--- config.mk ---
export PLATFORM = sky130hd
export DESIGN_NAME = ppf_queue
export DESIGN_NICKNAME = d
export VERILOG_FILES = /design/src/rtl/ppf_pkg.sv /design/src/rtl/ppf_queue.sv
export SDC_FILE = /design/constraint.sdc
export NUM_CORES = 1
export LEC_CHECK = 0
export ABC_AREA = 1
export BUFFER_PORTS_ARGS = -buffer_cell sky130_fd_sc_hd__buf_2
export CAP_MARGIN = 20
export CORE_MARGIN = 8
export CORE_UTILIZATION = 30
export DETAILED_ROUTE_END_ITERATION = 10
export SLEW_MARGIN = 5
export SYNTH_ARGS = -nofsm -noshare
export SYNTH_HDL_FRONTEND = slang
export SYNTH_SLANG_ARGS = --single-unit
--- constraint.sdc ---
create_clock -name clk -period 3 [get_ports clk]
set_clock_uncertainty 0.2 [all_clocks]
set_input_delay 0.45 -clock clk [delete_from_list [all_inputs] [get_ports clk]]
set_output_delay 0.45 -clock clk [all_outputs]
set_load 0.02 [all_outputs]
--- src/rtl/ppf_pkg.sv ---
// Package for the pulse profile folder: payload types, command type and constants.
package ppf_pkg;

    // Widest bin number the design supports (4096 bins)
    localparam int CMD_BIN_W   = 12;
    // Depth of the command queue between front and back
    localparam int QUEUE_DEPTH = 2;
    // Depth of the result buffer in the back
    localparam int OUT_DEPTH   = 4;

    // Saturation limits of a 24-bit bin, 8 fraction bits
    localparam logic signed [26:0] BIN_MAX = 27'sd8388607;
    localparam logic signed [26:0] BIN_MIN = -27'sd8388608;

    typedef logic [CMD_BIN_W-1:0] cmd_bin_t;

    // Configuration register indexes
    typedef enum logic [1:0] {
        CFG_FOLD_ENABLE = 2'd0,
        CFG_PHASE_STEP  = 2'd1,
        CFG_ALPHA_Q16   = 2'd2
    } cfg_index_t;

    // Request types
    typedef enum logic {
        REQ_FOLD = 1'b0,
        REQ_READ = 1'b1
    } req_kind_t;

    // Incoming request
    typedef struct packed {
        logic               req_type;
        logic signed [15:0] sample;
        logic [8:0]         read_bin;
    } ppf_req_t;

    // Outgoing result
    typedef struct packed {
        logic [8:0]         bin_index;
        logic signed [23:0] bin_value;
        logic               updated;
    } ppf_res_t;

    // Classified command from front to back
    typedef struct packed {
        logic               write;
        cmd_bin_t           bin;
        logic signed [15:0] sample;
    } ppf_cmd_t;

endpackage

--- src/rtl/ppf_queue.sv ---
// Short command queue between front and back.
module ppf_queue (
    input  logic              clk,
    input  logic              rst_n,
    input  logic              push,
    input  ppf_pkg::ppf_cmd_t cmd_in,
    input  logic              pop,
    output ppf_pkg::ppf_cmd_t cmd_out,
    output logic              not_empty,
    output logic              full
);

    localparam int PTR_W = $clog2(ppf_pkg::QUEUE_DEPTH);
    localparam int CNT_W = $clog2(ppf_pkg::QUEUE_DEPTH + 1);

    ppf_pkg::ppf_cmd_t entries_reg [ppf_pkg::QUEUE_DEPTH];
    logic [PTR_W-1:0]  head_reg, head_next;
    logic [PTR_W-1:0]  tail_reg, tail_next;
    logic [CNT_W-1:0]  count_reg, count_next;

    assign not_empty = (count_reg != '0);
    assign full      = (count_reg == CNT_W'(ppf_pkg::QUEUE_DEPTH));
    assign cmd_out   = entries_reg[head_reg];

    // Pointer and fill count update
    always_comb
    begin
        head_next  = head_reg;
        tail_next  = tail_reg;
        count_next = count_reg;
        if (push)
        begin
            tail_next = (tail_reg == PTR_W'(ppf_pkg::QUEUE_DEPTH - 1)) ? '0 : tail_reg + 1'b1;
        end
        if (pop)
        begin
            head_next = (head_reg == PTR_W'(ppf_pkg::QUEUE_DEPTH - 1)) ? '0 : head_reg + 1'b1;
        end
        case ({push, pop})
            2'b10:   count_next = count_reg + 1'b1;
            2'b01:   count_next = count_reg - 1'b1;
            default: count_next = count_reg;
        endcase
    end

    always_ff @(posedge clk or negedge rst_n)
    begin
        if (!rst_n)
        begin
            head_reg  <= '0;
            tail_reg  <= '0;
            count_reg <= '0;
        end
        else
        begin
            head_reg  <= head_next;
            tail_reg  <= tail_next;
            count_reg <= count_next;
        end
    end

    // Storage
    always_ff @(posedge clk)
    begin
        if (push)
        begin
            entries_reg[tail_reg] <= cmd_in;
        end
    end

endmodule

== Word-level counts from Yosys, hierarchy flattened ==
Memories as Yosys holds them, arrays and structs flattened.
Cells that the tools add are included.

* $add $sub $neg: 4
* Multipliers: 0
* Divide/modulo/power cells: 0
* $lt $le $gt $ge: 0
* Equality and inequality tests: 3
* Shift operators: 0
* Multiplexer cells: 5
* Bitwise gates (word level): 0
* Reduce and logical (&&, ||, !) cells: 2

{| class="wikitable"
|+ Operators with widths
! kind !! count
|-
| equality test 2 bit (second input constant) || 2
|-
| 2-to-1 mux 1 bit || 4
|-
| one-hot mux 2 bit (2 select lines) || 1
|-
| nonzero test 2 bit || 2
|-
| adder 1 bit (second input constant) || 2
|-
| adder 2 x 1 -> 2 bit (second input constant) || 1
|-
| equality test 2 x 1 -> 1 bit (second input constant) || 1
|-
| subtractor 2 x 1 -> 2 bit (second input constant) || 1
|}

* Flip-flop bits (word level): 4
* Latch bits: 0
* RAM bits: 58
* Bits in read-only memories: 0
* Bits of input ports: 33
* Output and inout port bits: 31
* Word-level logic and storage cells: 18
* Memories: 1

{| class="wikitable"
|+ Memories
! memory !! depth !! width !! rd ports !! clocked after memory_dff !! wr ports !! line !! RTL
|-
| entries_reg || 2 || 29 || 1 || 0 || 1 || ppf_queue.sv:16 || <nowiki>ppf_pkg::ppf_cmd_t entries_reg [ppf_pkg::QUEUE_DEPTH];</nowiki>
|}

== Longest topological paths before layout ==
* Depth after elaboration: 2
* Mapped depth: 7

== Worst setup path before layout ==
No wires, ideal clock.

* Path type: input to register
* Start: input port push
* End: memory entries_reg[0][0] (netlist name) (enable)
* Setup time: 415 ps
* Arrival time: 1,729 ps
* Data required time: 2,385 ps
* Setup slack: 655 ps
* Cell stages on the path: 2
* Path buffers: 0
* Cells stage by stage: inv_1 nor2_1

* Longest elaborated chain between the ends: 2

{| class="wikitable"
|+ Ends and longest elaborated chain
! item !! line !! RTL
|-
| from (decl) || ppf_queue.sv:5 || <nowiki>input logic push,</nowiki>
|-
| 2-to-1 mux 1 bit || ppf_queue.sv:65 || <nowiki>if (push)</nowiki>
|-
| 2-to-1 mux 1 bit (not written as such) || ppf_queue.sv:67 || <nowiki>entries_reg[tail_reg] <= cmd_in;</nowiki>
|-
| to (decl) || ppf_queue.sv:16 ||
|}

Every way passes these cells.

==> out/results.ini <==
[cells_and_area]
syn2layout_area_growth_pct = 27.41
nNetsFinal = 279
post-route-util = 0.3909
fin_cells = 352
design_area_um2 = 2989
post_route_cells_drive_above_1_share = 0.3240
insertedDiodeCount = 0
largest_register_ffs = 58

[run]
cap_violations = 0

[clock_network]
clock_latency_ns = 0.32
clockBufferDepth = 2
cts.sink_count = 62
clk_pin_slew_ns = 0.08
cts_tree = yes
htree_levels = 3
numCtsBuffers = 9
clk_root_buffer_cell = clkbuf_8

[floorplan]
pin_count = 64
rows = 32
initial_utilization = 0.3068
die_width_um = 104.4
die_h_um = 104.4
design.core.area_um2 = 7647
die_area_um2 = 10910

[logic_synthesis]
netlist_instances = 175
synth_top_area_frac = 0.7424
syn_nets = 209
syn-cell-area_um2 = 2346
synth_edf_count = 58
async_flop_share = 0.06452
synth-main-ff-cell = edfxtp_1
yosys-top-cells-count = edfxtp_1, inv_1, nand2_1, o21ai_0, o21ai_1
synth.most_common_cell = edfxtp_1
ys_ff_latch = 62
avgSynthCellArea_um2 = 13.41
yosysSeqAreaShare = 0.7851
yosys_warnings = 0
yosysTopAreaCell = edfxtp_1
yosysUniqueCellTypes = 15
ys_top_cells_by_area = edfxtp_1, inv_1, nand2_1

[global_route]
grt_max_degree = 60
antenna_found_initial = 0
grt_pass1_wl_um = 7341
grt.overflow.total = 0
grt_pass1_vias = 1524
track_usage = 0.08624

[outcome]
outcome = complete, no violations

[sta]
finalMaxSlewViolations = 0
hold_slack_ns = 0.1030
hold_violations = 0
rsz0062_at_grt = false
clock.fmax_ghz = 0.4102
finalSetupTns_ns = 0
post-route-min-period_ns = 2.438
min_period_over_period = 0.8126
maxSlewHeadroom = 0.4060
setup_viol = 0
tightest_slew_ns = 0.8910

[worst_hold_path]
worstHoldPathType = in2reg
hold_depth = 1
hold_start = cmd_in[24]
min_to = entries_reg[1][24]

[route]
drtIter0Drc = 67
wl_per_cell_um = 12.82
drc_errors = 0
routed-via-count = 1413
ant_nets = 0
viasPerCell = 4.014
dr.pass1.iters = 4
detail_route.wirelength_um = 4514

[critical_path]
critical_path.slowest_cell = dfrtp_2
r2r_start = tail_reg
timing_worst_setup_path_type = reg2out
arrival_ns = 1.79
cp_top_family = flip-flops
cp_num_buf_inv = 1
required_ns = 2.35
crit_fanout = 59
r2r_cells = 1
cp-end-kind = primary output
r2r_end = entries_reg[0][10]
r2r_slack_ns = 1.28
cp-start-kind = flop
slowest_delay_ns = 0.93
crit_chain = o21ai_0 > buf_2

[pwr]
ir_worst_vdd_uv = 397.4
leakagePower_nw = 1.287
power_density_nw_per_um2 = 978.1

[placement]
dp.cells = 335
dp_hpwl_um = 3019
routabilityCongestion = 0.6603
io_buffers = 63
placed_area_um2 = 2766

what timing repair did:
action                    4_1_cts  5_1_grt
hold buffers                    1        0
buffers inserted                0        0
resized for setup               0        0
hold endpoints to repair        4        0
worst max path at each step:
stage	startpoint	to	cells after the start	slack [ns]
after floorplan	push	entries_reg[0][0]	2	0.66
after global placement	head_reg	cmd_out[22]	2	0.89
after detailed placement	head_reg	cmd_out[22]	2	0.89
after CTS	head_reg	cmd_out[22]	2	0.53
after global routing	head_reg	cmd_out[22]	2	0.38
final	head_reg	cmd_out[22]	2	0.56
area by class of cell:
cell class	instances	area (µm²)
multi-input combinational	72	341.6
clock buffer	9	123.9
tap	102	127.6
clock inverter	7	88.84
sequential	62	1843
timing repair buffer	65	332.8
inverter	35	131.4
fill	768	4658
placed cells by master (no fill, tap or decap):
master | Yosys | final
dfrtp_2 | 0 | 1
edfxtp_1 | 58 | 58
nand4_1 | 1 | 1
bufinv_16 | 0 | 2
nor2_4 | 0 | 1
nand3_1 | 1 | 1
xor2_1 | 2 | 2
nor2_1 | 2 | 1
clkinvlp_4 | 0 | 2
nand2_1 | 35 | 35
buf_4 | 1 | 1
clkbuf_8 | 0 | 9
dfrtp_1 | 4 | 3
clkinv_2 | 0 | 2
clkinv_1 | 0 | 1
o21ai_0 | 19 | 19
o21ai_1 | 10 | 10
ha_1 | 1 | 1
xnor2_1 | 1 | 1
buf_2 | 4 | 63
dlygate4sd3_1 | 0 | 1
inv_1 | 35 | 35
kinds of logic after synthesis:
kind of cell               after synthesis  share of synthesized area
and+or+nand+nor                         39                    0.06400
xor gates and xnor gates                 3                    0.01120
adders and majority gates                1                   0.005332
buffers and inverters                   41                    0.07254
AOI/OAI and AO/OA                       29                    0.06187
DFF                                     62                     0.7851
report_power, final:
part / switching, mW / total [mW] / internal (mW) / leakage [nW]
logic: 0.570 / 0.837 / 0.267 / 0.594
registers: 0.155 / 1.31 / 1.15 / 0.590
clock network: 0.317 / 0.779 / 0.462 / 0.103
through the flow:
step	total power, mW	setup slack, ns
after floorplan	1.870	0.6551
after global placement	2.183	0.8933
after detailed placement	2.193	0.8942
after CTS	2.980	0.5310
after global routing	3.112	0.3759
final	2.924	0.5621
layer usage:
metal | vias to the layer above | wire length [µm] | track usage
met2 | 38 | 2272 | 0.1393
met4 | 0 | 49 | 0.04964
li1 | 718 | - | -
met5 | - | 0 | 0
met3 | 4 | 286 | 0.03841
met1 | 653 | 1905 | 0.09160
No activity file was read; power rests on OpenSTA's default activity.
