$ cat src/rtl/ppf_pkg.sv
// Package for the pulse profile folder: payload types, command type and constants.
package ppf_pkg;

    // Widest bin number the design supports (4096 bins)
    localparam int CMD_BIN_W   = 12;
    // Depth of the command queue between front and back
    localparam int QUEUE_DEPTH = 2;
    // Depth of the result buffer in the back
    localparam int OUT_DEPTH   = 4;

    // Saturation limits of a 24-bit bin, 8 fraction bits
    localparam logic signed [26:0] BIN_MAX = 27'sd8388607;
    localparam logic signed [26:0] BIN_MIN = -27'sd8388608;

    typedef logic [CMD_BIN_W-1:0] cmd_bin_t;

    // Configuration register indexes
    typedef enum logic [1:0] {
        CFG_FOLD_ENABLE = 2'd0,
        CFG_PHASE_STEP  = 2'd1,
        CFG_ALPHA_Q16   = 2'd2
    } cfg_index_t;

    // Request types
    typedef enum logic {
        REQ_FOLD = 1'b0,
        REQ_READ = 1'b1
    } req_kind_t;

    // Incoming request
    typedef struct packed {
        logic               req_type;
        logic signed [15:0] sample;
        logic [8:0]         read_bin;
    } ppf_req_t;

    // Outgoing result
    typedef struct packed {
        logic [8:0]         bin_index;
        logic signed [23:0] bin_value;
        logic               updated;
    } ppf_res_t;

    // Classified command from front to back
    typedef struct packed {
        logic               write;
        cmd_bin_t           bin;
        logic signed [15:0] sample;
    } ppf_cmd_t;

endpackage

$ cat src/rtl/ppf_front.sv
// Front end: configuration registers, phase accumulator and request classification.
module ppf_front #(
    parameter int BINS = 512
) (
    input  logic              clk,
    input  logic              rst_n,
    input  logic              cfg_we,
    input  logic [1:0]        cfg_index,
    input  logic [31:0]       cfg_data,
    input  logic              req_valid,
    output logic              req_stall,
    input  ppf_pkg::ppf_req_t req_data,
    input  logic              queue_full,
    input  logic              clear_busy,
    output logic              push,
    output ppf_pkg::ppf_cmd_t cmd,
    output logic [15:0]       alpha_q16
);

    localparam int BIN_W = $clog2(BINS);

    logic        fold_enable_reg, fold_enable_next;
    logic [31:0] phase_step_reg, phase_step_next;
    logic [15:0] alpha_reg, alpha_next;
    logic [31:0] phase_reg, phase_next;

    logic [BIN_W-1:0]         phase_bin;
    ppf_pkg::cmd_bin_t        read_ext;

    // Handshake: hold off while the queue is full or the profile is clearing
    assign req_stall = queue_full || clear_busy;
    assign push      = req_valid && !req_stall;
    assign alpha_q16 = alpha_reg;

    // Bin picked by the top bits of the phase; read bin wraps modulo BINS
    assign phase_bin = phase_reg[31 -: BIN_W];
    assign read_ext  = ppf_pkg::cmd_bin_t'(req_data.read_bin);

    // Classify the request
    always_comb
    begin
        cmd.sample = req_data.sample;
        if (req_data.req_type == ppf_pkg::REQ_READ)
        begin
            cmd.write = 1'b0;
            cmd.bin   = ppf_pkg::cmd_bin_t'(read_ext[BIN_W-1:0]);
        end
        else
        begin
            cmd.write = fold_enable_reg;
            cmd.bin   = ppf_pkg::cmd_bin_t'(phase_bin);
        end
    end

    // Configuration writes
    always_comb
    begin
        fold_enable_next = fold_enable_reg;
        phase_step_next  = phase_step_reg;
        alpha_next       = alpha_reg;
        if (cfg_we)
        begin
            case (cfg_index)
                ppf_pkg::CFG_FOLD_ENABLE: fold_enable_next = cfg_data[0];
                ppf_pkg::CFG_PHASE_STEP:  phase_step_next  = cfg_data;
                ppf_pkg::CFG_ALPHA_Q16:   alpha_next       = cfg_data[15:0];
                default:                  ;
            endcase
        end
    end

    // Phase advances once per folded sample
    always_comb
    begin
        phase_next = phase_reg;
        if (push && req_data.req_type == ppf_pkg::REQ_FOLD && fold_enable_reg)
        begin
            phase_next = phase_reg + phase_step_reg;
        end
    end

    always_ff @(posedge clk or negedge rst_n)
    begin
        if (!rst_n)
        begin
            fold_enable_reg <= 1'b0;
            phase_step_reg  <= '0;
            alpha_reg       <= 16'hFFFF;
            phase_reg       <= '0;
        end
        else
        begin
            fold_enable_reg <= fold_enable_next;
            phase_step_reg  <= phase_step_next;
            alpha_reg       <= alpha_next;
            phase_reg       <= phase_next;
        end
    end

endmodule

$ cat config.mk
export PLATFORM = sky130hd
export DESIGN_NAME = ppf_front
export DESIGN_NICKNAME = d
export VERILOG_FILES = /design/src/rtl/ppf_pkg.sv /design/src/rtl/ppf_front.sv
export SDC_FILE = /design/constraint.sdc
export NUM_CORES = 1
export LEC_CHECK = 0
export ABC_AREA = 1
export BUFFER_PORTS_ARGS = -buffer_cell sky130_fd_sc_hd__buf_2
export CAP_MARGIN = 20
export CORE_AREA = 5 5 103 105
export CTS_BUF_LIST = sky130_fd_sc_hd__clkbuf_16
export CTS_CLUSTER_DIAMETER = 60
export DETAILED_ROUTE_END_ITERATION = 6
export DIE_AREA = 0 0 108 110
export GPL_TIMING_DRIVEN = 0
export PLACE_DENSITY_LB_ADDON = 0.25
export SLEW_MARGIN = 10
export SYNTH_ARGS = -nofsm -noshare
export SYNTH_HDL_FRONTEND = slang
export SYNTH_SLANG_ARGS = --single-unit
$ cat constraint.sdc
create_clock -name clk -period 3.8 [get_ports clk]
set_input_delay 0.19 -clock clk [delete_from_list [all_inputs] [get_ports clk]]
set_output_delay 0.19 -clock clk [all_outputs]
set_load 0.01 [all_outputs]
# Yosys cells after proc, flatten, opt, wreduce, memory -nomap -nowiden
# Cells that the tools add are included.
dict set report totals {
  out_inout_bits 47
  inputBits 66
  reg_bits 81
  wordCells 18
}
dict set report classes {
  n_eq_ne 2
  n_addsub 1
  n_reduce_logical 9
  bitwise_logic 1
  n_mux 1
}
# op count
set ops {}
lappend ops {{32-bit adder} 1}
lappend ops {{13-bit 2-to-1 mux} 1}
lappend ops {{2-bit AND reduction} 3}
lappend ops {{1-bit logical AND} 3}
lappend ops {{2-bit by 1-bit equality test with 1-bit output, second input constant} 1}
lappend ops {{2-bit equality test, second input constant} 1}
lappend ops {{2-bit zero test} 1}
lappend ops {{1-bit zero test} 1}
lappend ops {{1-bit logical OR} 1}
lappend ops {{1-bit NOT} 1}

# Depth between registers and ports, before layout
# Gate-level depths: netlist (run 1).
dict set report depth {
  depth_word 5
  depth_mapped 13
  ltp_nobuf 12
}

# Least setup slack after synthesis (run 1)
# OpenSTA, ideal clock, no wires.
dict set report synth_path {
  path_type {register -> register}
  from {reg phase_step_reg[0]}
  to {reg phase_reg[16]}
  synth_period_minus_slack_ns 1.795
  stages_incl_launch_ff 11
  setup_time_ns 0.133
  t_arrival_ns 1.662
  slack_ns 2.005
  path_buffers 0
  required_ns 3.667
  cell_sequence {dfrtp_1 ha_1 fa_1 nand3_1 nand3_1 nand2_1 nand2_2 nand2_1 nand2_1 xnor2_1 o21ai_1}
}
dict set report synth_via {
  elab_chain_len 1
}
# element line_no
set synth_lines {}
lappend synth_lines {{start: declaration} ppf_front.sv:23} ;# logic [31:0] phase_step_reg, phase_step_next;
lappend synth_lines {{start signal: assignment} ppf_front.sv:94} ;# phase_step_reg <= phase_step_next;
lappend synth_lines {{32-bit adder} ppf_front.sv:78} ;# phase_next = phase_reg + phase_step_reg;
lappend synth_lines {{end signal: assignment} ppf_front.sv:96} ;# phase_reg <= phase_next;
lappend synth_lines {{end: declaration} ppf_front.sv:25} ;# logic [31:0] phase_reg, phase_next;
# Every way passes these cells.
# A chain may end at the register's enable or synchronous reset.

# Final worst setup path (run 1)
dict set report layout_path {
  from {reg phase_step_reg[0]}
  to {reg phase_reg[20]}
}
# The elaborated chain is that of the path after synthesis.

==> results of run 1 <==
-- layout make-up --
class / count / share of cell area, %
multi-input cells: 578 / 43.88
clock inverters: 7 / 1.419
inverters: 134 / 7.506
flip-flops and latches: 81 / 30.55
well taps: 133 / 2.483
clock buffers: 9 / 3.361
plain buffers: 35 / 3.267
repair buffers: 95 / 7.543
-- cell usage in the layout, fill, tap and decap left out, types with 2 or more instances in the layout --
| cell | instances |
|---|---|
| ha_1 | 31 |
| inv_6 | 3 |
| xnor2_1 | 16 |
| nand2_1 | 318 |
| nand4_1 | 3 |
| clkbuf_16 | 9 |
| nand3b_1 | 3 |
| o21ai_1 | 7 |
| o21bai_1 | 3 |
| mux2_2 | 16 |
| dfrtp_1 | 65 |
| nand2_2 | 17 |
| inv_2 | 9 |
| nand3_2 | 6 |
| buf_2 | 99 |
| clkinv_1 | 2 |
| nor2_1 | 38 |
| buf_4 | 20 |
| conb_1 | 3 |
| nor3_1 | 3 |
| dfstp_2 | 16 |
| nand3_1 | 44 |
| inv_1 | 123 |
| a21oi_1 | 22 |
| inv_8 | 2 |
| o21ai_0 | 40 |
| nor2_2 | 2 |
| clkbuf_1 | 8 |
-- final timing paths --
kind	end	startpoint	slack [ns]
worst max-delay path	phase_reg[20]	phase_step_reg[0]	1.64
worst min-delay path	phase_step_reg[17]	cfg_data[17]	0.07
worst max register to register	phase_reg[20]	phase_step_reg[0]	1.64
worst min register to register	alpha_q16[13]	alpha_q16[13]	0.49
max in group asynchronous	alpha_q16[1]	rst_n	2.85
min in group asynchronous	phase_step_reg[16]	rst_n	0.34
-- critical path, delay by kind of cell (launching register included) --
kind | cells | cell delay (ns)
simple gates | 8 | 0.94
fa+ha+maj | 2 | 0.70
flops | 1 | 0.40
-- metal layers --
| metal | track usage (%) | vias to the layer above |
|---|---|---|
| li1 | - | 2746 |
| met3 | 4.368 | 30 |
| met2 | 39.61 | 184 |
| met1 | 34.32 | 2375 |
| met4 | 9.288 | 0 |
| met5 | 0 | - |
-- kinds of logic after synthesis --
group	Yosys count	share of synthesized area, %
fa+ha+maj	32	7.154
compound gates	74	6.737
xor+xnor	16	2.458
buf+inv	169	12.66
other cells	1	0.06577
flops	81	35.90
simple gates	437	31.86
mux	16	3.160
-- through the flow --
step                      util [%]  setup WS [ns]
after floorplan                  -          2.005
after CTS                    70.18          1.636
after detailed placement     66.72          1.665
after global routing         70.18          1.490
after global placement       66.40          1.669
final                        70.18          1.642
-- report_power, final --
| part | switching, mW | internal (mW) | total [mW] | leakage (nW) |
|---|---|---|---|---|
| sequential | 0.159 | 1.12 | 1.27 | 0.983 |
| combinational | 1.30 | 0.814 | 2.12 | 2.76 |
| clock | 0.404 | 0.531 | 0.935 | 0.158 |
| total | 1.87 | 2.46 | 4.33 | 3.90 |
-- what timing repair did --
item | CTS | global route
endpoints found under the hold margin | 20 | 0
resized for setup | 0 | 0
hold buffers | 1 | 0
==> impl_metrics.yaml, run 1 <==
layout:
  post_route_cells_drive_above_1_share_pct: 21.94
  regArea_um2: 2047
  design_area_um2: 6701
  multi_input_area_um2: 2940
  diodes: 0
  stdcell_count: 1072
  area_delta_synth_final_pct: 17.53
  nFillCells: 844
  nNetsFinal: 1032
die:
  coreArea_um2: 9549
  die_h_um: 110
  die_w_um: 108
  num_rows: 36
  die_area_um2: 11880
  pin_count: 113
  initial_core_util_pct: 59.71
detailed_routing:
  drc: 0
  vias: 5335
  drt_iter0_drc: 293
  first_pass_iters: 5
  top_layer: "met4"
  drt_wl_total_mm: 14.03
  route.met3.wl_um: 861
  met1_length_mm: 6.659
  wl_per_cell_um: 13.08
  met2WireLength_mm: 6.134
  drt.antenna.violating_nets: 0
  via_per_inst: 4.977
logic_synthesis:
  synth_area_leader_cell: "dfrtp_1"
  synth_edf_count: 0
  synth_top_area_share_pct: 28.53
  synthesis.area_um2: 5702
  ys_ff_latch: 81
  syn_avg_cell_area_um2: 6.903
  synth_common_cells: "nand2_1, inv_1, dfrtp_1"
  synth.yosys.seq_area_share_pct: 35.90
  synthArstFlopShare_pct: 100.0
  yosys_warnings: 0
  synth-main-ff-cell: "dfrtp_1"
  synth_area_leaders: "dfrtp_1, nand2_1, inv_1"
  synth_most_common_cell: "nand2_1"
  synth_cell_type_count: 32
  syn_inst: 826
cts:
  cts_made_buffers: 9
  cts.htree.levels: 3
  cts_root_buffer: "clkbuf_16"
  cts.sinks: 81
  ctsLongestPathBuffers: 2
  post_cts_buffers: 0
  worstSkewPairLatency_ns: 0.35
  cts_tree: "built"
  path_clk_slew_ns: 0.07
global_route:
  grt_max_degree: 48
  gr-total-overflow: 0
  antenna_found_initial: 0
  grt_usage_pct: 24.90
  grt_pass1_vias: 4969
  grt_pass1_wl_mm: 23.22
setup_path:
  worstPathArrival_ns: 2.40
  path_common_cell: "nand3_1"
  path_cells: "ha_1, fa_1, nand3_1, nand3_1, nand3_1, nand3_2, nand3_1, nand3_1, nand3_1, nand2_1"
  endpoint_kind: "flop"
  cp.required_ns: 4.04
  slowest_delay_ns: 0.46
  ff2ff_path_depth: 10
  path_max_fanout: 4
  crit_slowest_cell: "fa_1"
  start_kind: "flop"
  critPathKind: "reg -> reg"
sta:
  fin_skew_ns: 0.01041
  fmax_mhz: 463.3
  slew_viol_final: 0
  tns_ns: 0
  finalHoldViolCount: 0
  period_minus_slack_ns: 2.158
  setup_viol: 0
  tightest_slew_ns: 0.5998
  rsz0062_at_grt: "no"
  slew-limit-headroom_pct: 60.01
  whs_ns: 0.07101
  finalCritPeriodShare_pct: 56.80
power:
  finalPower_mw: 4.328
  power_leakage_nw: 3.904
  ir_drop_uv: 406.9
  powerDensity_nw_per_um2: 645.8
run_status:
  status: "finished clean"
place:
  place.gp.congestion: 0.9844
  postPlaceCellArea_um2: 6371
  portBuffers: 93
  place_inst: 1055
  dpl.hpwl_mm: 11.15
min_path:
  hold_path_depth: 2
  hp-class: "in -> reg"
job:
  maxCapViolations: 0
Note: power is estimated with default switching activity, not from simulation.
==> run 2, diff against run 1 <==
--- a/config.mk
+++ b/config.mk
@@ -8,11 +8,11 @@
 export ABC_AREA = 1
 export BUFFER_PORTS_ARGS = -buffer_cell sky130_fd_sc_hd__buf_2
 export CAP_MARGIN = 20
-export CORE_AREA = 5 5 103 105
+export CORE_AREA = 5 5 107 109
 export CTS_BUF_LIST = sky130_fd_sc_hd__clkbuf_16
 export CTS_CLUSTER_DIAMETER = 60
 export DETAILED_ROUTE_END_ITERATION = 6
-export DIE_AREA = 0 0 108 110
+export DIE_AREA = 0 0 112 114
 export GPL_TIMING_DRIVEN = 0
 export PLACE_DENSITY_LB_ADDON = 0.25
 export SLEW_MARGIN = 10
==> constraint.sdc (replaced) <==
create_clock -name clk -period 2.2 [get_ports clk]
set_input_delay 0.11 -clock clk [delete_from_list [all_inputs] [get_ports clk]]
set_output_delay 0.11 -clock clk [all_outputs]
set_load 0.01 [all_outputs]
==> impl_metrics.yaml, run 2 (synthesis gave the netlist of run 1 again) <==
run_status:
  status: "finished clean"
sta:
  setup_viol: 0
  slew_viol_final: 0
  tns_ns: 0
  whs_ns: 0.001776
  tightest_slew_ns: 0.6118
  fin_skew_ns: 0.007402
  period_minus_slack_ns: 2.032
  setup_slack_ns: 0.1681
  finalCritPeriodShare_pct: 92.36
  fmax_mhz: 492.2
  rsz0062_at_grt: "no"
  slew-limit-headroom_pct: 59.22
  finalHoldViolCount: 0
setup_path:
  reg2reg_slack_ns: 0.17
  path_max_fanout: 7
  start_kind: "flop"
  critPathKind: "reg -> reg"
  r2r-start: "phase_step_reg[2]"
  cp.required_ns: 2.43
  endpoint_kind: "flop"
  timing.critical_path.from: "phase_step_reg[2]"
  worstPathArrival_ns: 2.27
global_route:
  grt_max_degree: 54
  grt_pass1_wl_mm: 23.65
  grt_pass1_vias: 4990
  grt_usage_pct: 22.79
  gr-total-overflow: 0
  antenna_found_initial: 0
power:
  power_leakage_nw: 3.939
  p_seq_share_pct: 30.0
  power_frac_clock_pct: 19.6
  p_int_mw: 4.134
  ir_drop_uv: 571.3
  comb_power_share_pct: 50.4
  powerDensity_nw_per_um2: 1076
  finalPower_mw: 7.326
  p_switching_mw: 3.192
  p_sw_share_pct: 43.57
detailed_routing:
  drt_wl_total_mm: 13.91
  drt.antenna.violating_nets: 0
  drt_iter0_drc: 294
  vias: 5254
  drc: 0
  via_per_inst: 4.816
  first_pass_iters: 5
  wl_per_cell_um: 12.75
die:
  initial_core_util_pct: 54.26
  num_rows: 38
  coreArea_um2: 10510
  die_area_um2: 12770
  die_w_um: 112
  pin_count: 113
  die_h_um: 114
layout:
  final_common_cell: "nand2_1"
  area_delta_synth_final_pct: 19.40
  design_area_um2: 6808
  final_util_pct: 64.79
  post_route_cells_drive_above_1_share_pct: 21.87
  final_cell_mix: "nand2_1, inv_1, buf_2"
  nNetsFinal: 1044
  stdcell_count: 1091
  diodes: 0
cts:
  post_cts_buffers: 0
  cts_made_buffers: 9
  cts_tree: "built"
  worstSkewPairLatency_ns: 0.35
  cts_root_buffer: "clkbuf_16"
  ctsLongestPathBuffers: 2
  cts.sinks: 81
  cts.htree.levels: 3
  path_clk_slew_ns: 0.06
place:
  portBuffers: 93
  place.gp.congestion: 0.9743
  dpl.hpwl_mm: 11.29
  postPlaceCellArea_um2: 6380
  place_inst: 1062
  preCtsSetupSlack_ns: 0.05412
min_path:
  min_from: "cfg_data[17]"
  hp-class: "in -> reg"
job:
  maxCapViolations: 0
run 2: cell count changes in the layout (fill, tap and decap cells not counted):
| cell | change |
|---|---|
| clkinvlp_4 | +1 |
| bufinv_16 | -1 |
| inv_6 | -1 |
| clkinv_8 | -1 |
| nand3_1 | -2 |
| dlygate4sd3_1 | +12 |
| clkinv_1 | +1 |
| clkinv_4 | +1 |
| fa_1 | -1 |
| nand3_2 | +2 |
| fa_2 | +1 |
run 2: area by class of cell:
type	instances	area, µm²
multi-input combinational	578	2953
fill	981	3700
buffer	35	219.0
inverter	134	503.0
clock inverter	7	60.06
timing repair buffer	107	625.6
sequential	81	2047
tap	140	175.2
clock buffer	9	225.2
run 2: power by group through the flow:
| stage | Sequential (mW) | Clock, mW | Combinational, mW |
|---|---|---|---|
| global placement | 2.20 | 0 | 3.56 |
| CTS | 2.19 | 1.46 | 3.66 |
| floorplan | 2.17 | 0 | 2.79 |
| global route | 2.25 | 1.52 | 4.22 |
| detailed placement | 2.21 | 0 | 3.61 |
| finish | 2.20 | 1.44 | 3.69 |
run 2: repair_timing:
action	in CTS	in global routing
endpoints found under the setup margin	0	4
hold buffers	13	0
resized for setup	0	3
endpoints found under the hold margin	37	0
run 2: metal layers:
metal	GRT usage [%]	share of wire, %	vias to the layer above
met5	0	0	-
met4	6.731	1.3	0
met3	3.926	5.9	16
met2	36.57	44	148
met1	31.94	49	2321
li1	-	-	2769
run 2: worst paths after layout:
| kind | endpoint | cells after the start |
|---|---|---|
| max | phase_reg[27] | 11 |
| min | phase_step_reg[17] | 2 |
| max reg2reg | phase_reg[27] | 11 |
| min reg2reg | phase_reg[19] | 2 |
| max in group asynchronous | alpha_q16[0] | 3 |
| min in group asynchronous | phase_step_reg[4] | 2 |
run 2: critical path, cell delays in order, from the launching register on:
cell	delay, ns
dfrtp_1	0.42
ha_1	0.31
buf_6	0.12
nor2_1	0.04
a21oi_1	0.26
nand3_1	0.12
nand3_1	0.25
nand2_1	0.15
nand2_1	0.09
nand2_1	0.05
nand3_1	0.07
nand2_1	0.05
